<file path="config.mk">
export PLATFORM = sky130hd
export DESIGN_NAME = color_space_to_rgb565
export DESIGN_NICKNAME = d
export VERILOG_FILES = /design/src/design/cs565_pkg.sv /design/src/design/cs565_chan_div.sv /design/src/design/color_space_to_rgb565.sv
export SDC_FILE = /design/constraint.sdc
export NUM_CORES = 2
export LEC_CHECK = 0
export BUFFER_PORTS_ARGS = -buffer_cell sky130_fd_sc_hd__buf_2
export CORE_UTILIZATION = 62
export CTS_CLUSTER_SIZE = 30
export DETAILED_ROUTE_END_ITERATION = 16
export GPL_TIMING_DRIVEN = 0
export PLACE_DENSITY = 0.78
export RECOVER_POWER = 50
export SYNTH_ARGS = -nofsm -noshare
export SYNTH_HDL_FRONTEND = slang
export SYNTH_SLANG_ARGS = --single-unit
</file>
<file path="constraint.sdc">
create_clock -name clk -period 10.4 [get_ports clk]
set_clock_uncertainty 0.1 [all_clocks]
set_input_delay 2.08 -clock clk [delete_from_list [all_inputs] [get_ports clk]]
set_output_delay 2.08 -clock clk [all_outputs]
set_load 0.01 [all_outputs]
</file>
<file path="src/design/cs565_pkg.sv">
// ---------------------------------------------------------------------------
// cs565_pkg
// Shared types and constants for the color space to RGB565 converter.
// ---------------------------------------------------------------------------
`default_nettype none

package cs565_pkg;

	typedef enum logic [1:0] {
		MODE_RGB  = 2'd0,
		MODE_HSV  = 2'd1,
		MODE_HSL  = 2'd2,
		MODE_CMYK = 2'd3
	} mode_t;

	localparam int NUM_W = 27;
	localparam int VAL_W = 33;

	// common denominator 2 * 255 * 255 * 960
	localparam logic [NUM_W-1:0] DEN = 27'd124848000;

	// floor(2^43 / DEN), applied to the value shifted right by 12
	localparam logic [63:0] RECIP_FULL = (64'd1 << 43) / 64'(DEN);
	localparam logic [16:0] RECIP      = RECIP_FULL[16:0];

	localparam logic [16:0] HUE_BIAS    = 17'd1792;
	localparam logic [9:0]  HUE_SECTOR  = 10'd960;
	localparam logic [12:0] HUE_RECIP   = 13'd4370;
	localparam logic [5:0]  SEXT_RECIP  = 6'd43;
	localparam logic [6:0]  SECTORS     = 7'd6;
	localparam logic [10:0] CMYK_SCALE  = 11'd1920;
	localparam logic [7:0]  LEVEL_MAX   = 8'd255;

	localparam logic [5:0]  RED_MAX     = 6'd31;
	localparam logic [5:0]  GREEN_MAX   = 6'd63;
	localparam logic [5:0]  BLUE_MAX    = 6'd31;

endpackage

`default_nettype wire

</file>
<file path="src/design/cs565_chan_div.sv">
// ---------------------------------------------------------------------------
// cs565_chan_div
// Scales one channel numerator by its maximum and divides by the common
// denominator: reciprocal estimate, then one correction step. Two register
// stages; the quotient is combinational from the second.
// ---------------------------------------------------------------------------
`default_nettype none

module cs565_chan_div (
	input  wire logic                          clk,
	input  wire logic [cs565_pkg::NUM_W-1:0]   num,
	input  wire logic [5:0]                    chan_max,
	output logic      [5:0]                    quot
);

	logic [cs565_pkg::VAL_W-1:0] val_s4;
	logic [cs565_pkg::VAL_W-1:0] val_s5;
	logic [5:0]                  qest_s5;

	logic [37:0]                 qprod;
	logic [cs565_pkg::VAL_W-1:0] qden;
	logic [cs565_pkg::VAL_W-1:0] rem;
	logic                        bump;
	logic [6:0]                  q7;

	assign qprod = 38'(val_s4[32:12]) * 38'(cs565_pkg::RECIP);

	always_ff @(posedge clk) begin
		val_s4  <= 33'(num) * 33'(chan_max);
		val_s5  <= val_s4;
		qest_s5 <= qprod[36:31];
	end

	// estimate is low by at most one
	assign qden = 33'(qest_s5) * 33'(cs565_pkg::DEN);
	assign rem  = val_s5 - qden;
	assign bump = (rem >= 33'(cs565_pkg::DEN));
	assign q7   = {1'b0, qest_s5} + 7'(bump);

	always_comb begin
		if (q7 > {1'b0, chan_max}) begin
			quot = chan_max;
		end else begin
			quot = q7[5:0];
		end
	end

endmodule

`default_nettype wire

</file>
<file path="src/design/color_space_to_rgb565.sv">
// ---------------------------------------------------------------------------
// color_space_to_rgb565
// Converts one pixel from RGB, HSV, HSL or CMYK into a packed RGB565 word.
//
// Requests enter on start with hue_sixteenths and level_one..level_four;
// busy is always low, so a request is taken on every cycle start is high.
// The source color space comes from the mode register, written through
// cfg_we / cfg_wdata; the user must write it only while no request is in
// flight, and the block does not enforce this. Each result appears on
// packed_color with done high for exactly one cycle, after the register
// stages listed below; the receiver cannot stall. Throughput is one request per
// clock: six register stages (input products, hue sector split, channel
// numerators, scale, reciprocal estimate, output) each hold a different request.
// Reset clears the stage valid bits and sets the mode to RGB; requests in
// flight at reset are dropped.
// ---------------------------------------------------------------------------
`default_nettype none

module color_space_to_rgb565 (
	input  wire logic               clk,
	input  wire logic               arst_n,
	input  wire logic               start,
	output logic                    busy,
	input  wire logic               cfg_we,
	input  wire logic [1:0]         cfg_wdata,
	input  wire logic signed [15:0] hue_sixteenths,
	input  wire logic [7:0]         level_one,
	input  wire logic [7:0]         level_two,
	input  wire logic [7:0]         level_three,
	input  wire logic [7:0]         level_four,
	output logic                    done,
	output logic [15:0]             packed_color
);

	cs565_pkg::mode_t mode_q;

	// stage valid bits
	logic valid_s1, valid_s2, valid_s3, valid_s4, valid_s5;
	logic done_q;
	logic [15:0] packed_q;

	// stage 1
	logic [16:0] hue_adj;
	logic [23:0] hprod;
	logic [8:0]  twol;
	logic [7:0]  lum_dist;
	logic [7:0]  cmul;
	logic [15:0] cp;
	logic [7:0]  kk;

	cs565_pkg::mode_t mode_s1;
	logic [16:0] hue_adj_s1;
	logic [6:0]  hq_s1;
	logic [15:0] cp_s1;
	logic [7:0]  v_s1;
	logic [15:0] cm_r_s1, cm_g_s1, cm_b_s1;
	logic [15:0] rgb_s1;

	// stage 2
	logic [12:0] sixth;
	logic [6:0]  sector_full;
	logic [16:0] hq960;
	logic [16:0] fdiff;
	logic [9:0]  fpos;
	logic [15:0] v255;

	cs565_pkg::mode_t mode_s2;
	logic [2:0]  sector_s2;
	logic [9:0]  x_s2;
	logic [16:0] c2_s2;
	logic [16:0] m2_s2;
	logic [15:0] cm_r_s2, cm_g_s2, cm_b_s2;
	logic [15:0] rgb_s2;

	// stage 3
	logic [cs565_pkg::NUM_W-1:0] cx, cf, mf;
	logic [cs565_pkg::NUM_W-1:0] comp_r, comp_g, comp_b;

	cs565_pkg::mode_t mode_s3, mode_s4, mode_s5;
	logic [cs565_pkg::NUM_W-1:0] n_r_s3, n_g_s3, n_b_s3;
	logic [15:0] rgb_s3, rgb_s4, rgb_s5;

	logic [5:0] q_r, q_g, q_b;

	assign busy = 1'b0;

	// mode register
	always_ff @(posedge clk or negedge arst_n) begin
		if (!arst_n) begin
			mode_q <= cs565_pkg::MODE_RGB;
		end else if (cfg_we) begin
			mode_q <= cs565_pkg::mode_t'(cfg_wdata);
		end
	end

	always_ff @(posedge clk or negedge arst_n) begin
		if (!arst_n) begin
			valid_s1 <= 1'b0;
			valid_s2 <= 1'b0;
			valid_s3 <= 1'b0;
			valid_s4 <= 1'b0;
			valid_s5 <= 1'b0;
			done_q   <= 1'b0;
		end else begin
			valid_s1 <= start;
			valid_s2 <= valid_s1;
			valid_s3 <= valid_s2;
			valid_s4 <= valid_s3;
			valid_s5 <= valid_s4;
			done_q   <= valid_s5;
		end
	end

	// stage 1: hue bias into a positive range, sector quotient, level products
	assign hue_adj = {1'b0, ~hue_sixteenths[15], hue_sixteenths[14:0]} + cs565_pkg::HUE_BIAS;
	assign hprod   = 24'(hue_adj[16:6]) * 24'(cs565_pkg::HUE_RECIP);
	assign twol    = {level_three, 1'b0};

	always_comb begin
		if (twol >= 9'(cs565_pkg::LEVEL_MAX)) begin
			lum_dist = 8'(twol - 9'(cs565_pkg::LEVEL_MAX));
		end else begin
			lum_dist = 8'(9'(cs565_pkg::LEVEL_MAX) - twol);
		end
		if (mode_q == cs565_pkg::MODE_HSL) begin
			cmul = cs565_pkg::LEVEL_MAX - lum_dist;
		end else begin
			cmul = level_three;
		end
	end

	assign cp = cmul * level_two;
	assign kk = cs565_pkg::LEVEL_MAX - level_four;

	always_ff @(posedge clk) begin
		mode_s1    <= mode_q;
		hue_adj_s1 <= hue_adj;
		hq_s1      <= hprod[22:16];
		cp_s1      <= cp;
		v_s1       <= level_three;
		cm_r_s1    <= (cs565_pkg::LEVEL_MAX - level_one) * kk;
		cm_g_s1    <= (cs565_pkg::LEVEL_MAX - level_two) * kk;
		cm_b_s1    <= (cs565_pkg::LEVEL_MAX - level_three) * kk;
		rgb_s1     <= {level_one[7:3], level_two[7:2], level_three[7:3]};
	end

	// stage 2: sector and position, chroma and offset over the common denominator
	assign sixth       = 13'(hq_s1) * 13'(cs565_pkg::SEXT_RECIP);
	assign sector_full = hq_s1 - ({3'b000, sixth[11:8]} * cs565_pkg::SECTORS);
	assign hq960       = 17'(hq_s1) * 17'(cs565_pkg::HUE_SECTOR);
	assign fdiff       = hue_adj_s1 - hq960;
	assign fpos        = fdiff[9:0];
	assign v255        = {v_s1, 8'h00} - {8'h00, v_s1};

	always_ff @(posedge clk) begin
		mode_s2   <= mode_s1;
		sector_s2 <= sector_full[2:0];
		x_s2      <= sector_full[0] ? (cs565_pkg::HUE_SECTOR - fpos) : fpos;
		c2_s2     <= {cp_s1, 1'b0};
		if (mode_s1 == cs565_pkg::MODE_HSL) begin
			m2_s2 <= {v255, 1'b0} - {1'b0, cp_s1};
		end else begin
			m2_s2 <= {v255 - cp_s1, 1'b0};
		end
		cm_r_s2   <= cm_r_s1;
		cm_g_s2   <= cm_g_s1;
		cm_b_s2   <= cm_b_s1;
		rgb_s2    <= rgb_s1;
	end

	// stage 3: channel numerators
	assign cx = 27'(c2_s2) * 27'(x_s2);
	assign cf = 27'(c2_s2) * 27'(cs565_pkg::HUE_SECTOR);
	assign mf = 27'(m2_s2) * 27'(cs565_pkg::HUE_SECTOR);

	always_comb begin
		case (sector_s2)
			3'd0: begin
				comp_r = cf;   comp_g = cx;   comp_b = '0;
			end
			3'd1: begin
				comp_r = cx;   comp_g = cf;   comp_b = '0;
			end
			3'd2: begin
				comp_r = '0;   comp_g = cf;   comp_b = cx;
			end
			3'd3: begin
				comp_r = '0;   comp_g = cx;   comp_b = cf;
			end
			3'd4: begin
				comp_r = cx;   comp_g = '0;   comp_b = cf;
			end
			default: begin
				comp_r = cf;   comp_g = '0;   comp_b = cx;
			end
		endcase
	end

	always_ff @(posedge clk) begin
		mode_s3 <= mode_s2;
		rgb_s3  <= rgb_s2;
		if (mode_s2 == cs565_pkg::MODE_CMYK) begin
			n_r_s3 <= 27'(cm_r_s2) * 27'(cs565_pkg::CMYK_SCALE);
			n_g_s3 <= 27'(cm_g_s2) * 27'(cs565_pkg::CMYK_SCALE);
			n_b_s3 <= 27'(cm_b_s2) * 27'(cs565_pkg::CMYK_SCALE);
		end else begin
			n_r_s3 <= comp_r + mf;
			n_g_s3 <= comp_g + mf;
			n_b_s3 <= comp_b + mf;
		end
	end

	// stages 4 and 5: scale and divide per channel
	always_ff @(posedge clk) begin
		mode_s4 <= mode_s3;
		mode_s5 <= mode_s4;
		rgb_s4  <= rgb_s3;
		rgb_s5  <= rgb_s4;
	end

	cs565_chan_div u_div_r (
		.clk      (clk),
		.num      (n_r_s3),
		.chan_max (cs565_pkg::RED_MAX),
		.quot     (q_r)
	);

	cs565_chan_div u_div_g (
		.clk      (clk),
		.num      (n_g_s3),
		.chan_max (cs565_pkg::GREEN_MAX),
		.quot     (q_g)
	);

	cs565_chan_div u_div_b (
		.clk      (clk),
		.num      (n_b_s3),
		.chan_max (cs565_pkg::BLUE_MAX),
		.quot     (q_b)
	);

	// output register
	always_ff @(posedge clk) begin
		if (mode_s5 == cs565_pkg::MODE_RGB) begin
			packed_q <= rgb_s5;
		end else begin
			packed_q <= {q_r[4:0], q_g, q_b[4:0]};
		end
	end

	assign done         = done_q;
	assign packed_color = packed_q;

endmodule

`default_nettype wire

</file>
==> flow_metrics.py <==
metrics = {
    "run_status": {
        "status": "complete, no violations",
    },
    "synth": {
        "syn_area_um2": 71500,
        "yosys_most_used_dff": "dfxtp_1",
        "yosys.area.top_type": "fa_1",
        "async_reset_ff_share_pct": 1.48,
        "synth_top_area_share_pct": 27.3,
        "synth_nets": 9737,
        "yosys_warnings": 0,
        "synth-edff-count": 0,
        "ys_ff_latch": 540,
        "postSynthCellCount": 7356,
        "yosys.cell_types.count": 93,
        "synth_commonest_cells": "ha_1 (1351), inv_1 (1244), fa_1 (976), dfxtp_1 (532), nor2_1 (402)",
        "yosysMostFrequentCell": "ha_1",
        "syn_avg_cell_area_um2": 9.72,
        "synth_area_leaders": "fa_1 (27%), ha_1 (24%), dfxtp_1 (15%), inv_1 (6.5%), xnor2_1 (3.5%)",
        "yosysSeqAreaShare_pct": 15.2,
    },
    "layout": {
        "fillCellCount": 8821,
        "area_delta_synth_final_pct": 6.27,
        "drive_gt1_share_pct": 4.11,
        "final_net_count": 9874,
    },
    "clocking": {
        "postCtsSetupBuffers": 0,
        "cts_tree": "done",
        "clock_sinks": 540,
        "clock_path_buffers": 3,
        "clk_pin_slew_ns": 0.06,
        "cts_max_level": 3,
        "clk_latency_ns": 0.66,
        "cts_resized": 0,
        "cts_inserted_buffers": 66,
        "ctsRootBufferMaster": "clkbuf_16",
        "cts_hold_buf": 0,
    },
    "setup_path": {
        "slowest_stage": "fa_1",
        "cp-start-kind": "flop",
        "endpoint_kind": "flop",
        "worstPathRequired_ns": 10.73,
        "critPathMaxStageDelay_ns": 0.55,
        "r2r_slack_ns": 1.49,
        "crit_fanout": 10,
        "crit_type": "reg2reg",
        "cpMostUsedCell": "fa_1",
        "worst_ep_arrival_time_ns": 9.24,
    },
    "sta": {
        "period_needed_ns": 8.91,
        "max-slew-margin-rel_pct": 36.3,
        "whs_ns": 0.209,
        "hold_viol": 0,
        "finalMaxSlewViolations": 0,
        "period_share_pct": 85.7,
        "fmax_mhz": 112,
        "rsz0062_at_grt": "false",
        "worst_slew_pin_slew_ns": 0.950,
        "setup_viol": 0,
        "finalSetupTns_ns": 0,
    },
    "drt": {
        "drt-total-wl_um": 163000,
        "ant_nets": 0,
        "first_pass_iters": 6,
        "avgViaCountPerCell": 5.67,
        "drc": 0,
        "drt-initial-drc-count": 2721,
        "wl_per_cell_um": 18.0,
        "num_vias": 51300,
    },
    "global_route": {
        "grt_pass1_vias": 53900,
        "gr-total-overflow": 0,
        "track_usage_pct": 28.7,
        "grt_pass1_wl_um": 270000,
        "antenna_found_initial": 6,
        "grt_start_max_net_pins": 17,
    },
    "die": {
        "die_x_um": 342,
        "die_area_um2": 117000,
        "die_h_um": 342,
        "initial_core_util_pct": 62.5,
        "io-pin-count": 72,
        "coreArea_um2": 114000,
        "placementRows": 124,
    },
    "run": {
        "maxCapViolations": 0,
    },
    "place": {
        "globalplace.congestion": 0.953,
        "portBuffers": 69,
        "hpwl_um": 135000,
    },
    "hold_path": {
        "worst_hold_path_type": "reg2reg",
    },
}
[state kept, by name, indices dropped and copies added, names as in the netlist, 17 cells and up]
signal,count
n_b_s3,26
u_div_b.val_s4,25
u_div_g.val_s4,26
n_r_s3,26
u_div_g.val_s5,26
u_div_r.val_s4,25
u_div_r.val_s5,25
u_div_b.val_s5,25
m2_s2,17
n_g_s3,26
[critical path: cells and delay by family (launching register included)]
kind            cells  cell delay (ns)
buf+inv             2             0.58
compound gates      9             1.81
mux                 1             0.29
fa+ha+maj           7             3.15
flops               1             0.50
xor+xnor            3             0.78
simple gates        7             1.48
[kinds of logic (layout without fill, tap and decap cells)]
group           Yosys count  in the layout  share of synthesized area [%]
other cells               1              3                        0.00524
simple gates           1464           1464                           10.0
flops                   540            540                           15.2
mux                      18             18                          0.264
fa+ha+maj              2327           2327                           51.0
buf+inv                1344           1531                           7.06
compound gates         1214           1214                           11.0
xor+xnor                448            448                           5.49
[routing by layer]
metal / track usage (%) / routed length, um
met1: 37.1 / 70200
met2: 49.3 / 78700
met3: 2.96 / 7190
met4: 11.7 / 6880
met5: 0 / 0
[path summary, 6_finish.rpt]
kind                                endpoint         startpoint  cells past startpoint
min                        u_div_b.val_s5[7]  u_div_b.val_s4[7]                      0
min in group asynchronous           valid_s3             arst_n                      1
max in group asynchronous           valid_s4             arst_n                      1
min reg2reg                u_div_b.val_s5[7]  u_div_b.val_s4[7]                      0
max reg2reg                       n_g_s3[26]           c2_s2[6]                     29
max                               n_g_s3[26]           c2_s2[6]                     29
[final cells by class]
type / count / area (um^2) / area share [%]
Multi-Input combinational cell: 5472 / 55600 / 73.2
Sequential cell: 540 / 10900 / 14.3
Inverter: 1244 / 4670 / 6.15
Tap cell: 1512 / 1890 / 2.49
Clock buffer: 84 / 1830 / 2.41
Clock inverter: 34 / 443 / 0.583
Buffer: 100 / 379 / 0.499
Timing Repair Buffer: 69 / 314 / 0.413
Antenna cell: 2 / 5.00 / 0.00659
[through the flow]
stage,worst slack [ns],cells,cell area (um^2),util (%)
after detailed placement,1.64,8937,73700,64.5
final,1.49,9057,76000,66.5
after global routing,1.15,9055,76000,66.4
after CTS,1.57,9055,76000,66.5
after floorplan,3.09,7356,71500,-
after global placement,1.72,8937,73700,64.5
[cells in the final DEF (no fill, tap or decap), drive strengths merged, types with 19 or more instances in the layout]
cell / instances
ha: 1351
inv: 1252
fa: 976
dfxtp: 532
nor2: 402
a21oi: 373
nand2: 359
xnor2: 287
o21ai: 252
clkbuf: 205
a21o: 164
xor2: 161
and2: 118
or2: 111
nor3: 97
nand3: 80
nor2b: 71
nand2b: 67
o21a: 66
o21bai: 53
buf: 48
and3: 43
a211oi: 35
or3: 34
o31ai: 30
a22o: 29
a31oi: 29
nand4: 25
o211ai: 19
clkinv: 19
Power is left out: the tool's default activity adds up to more than one toggle a clock period on the data nets, which glitch-free logic cannot reach.
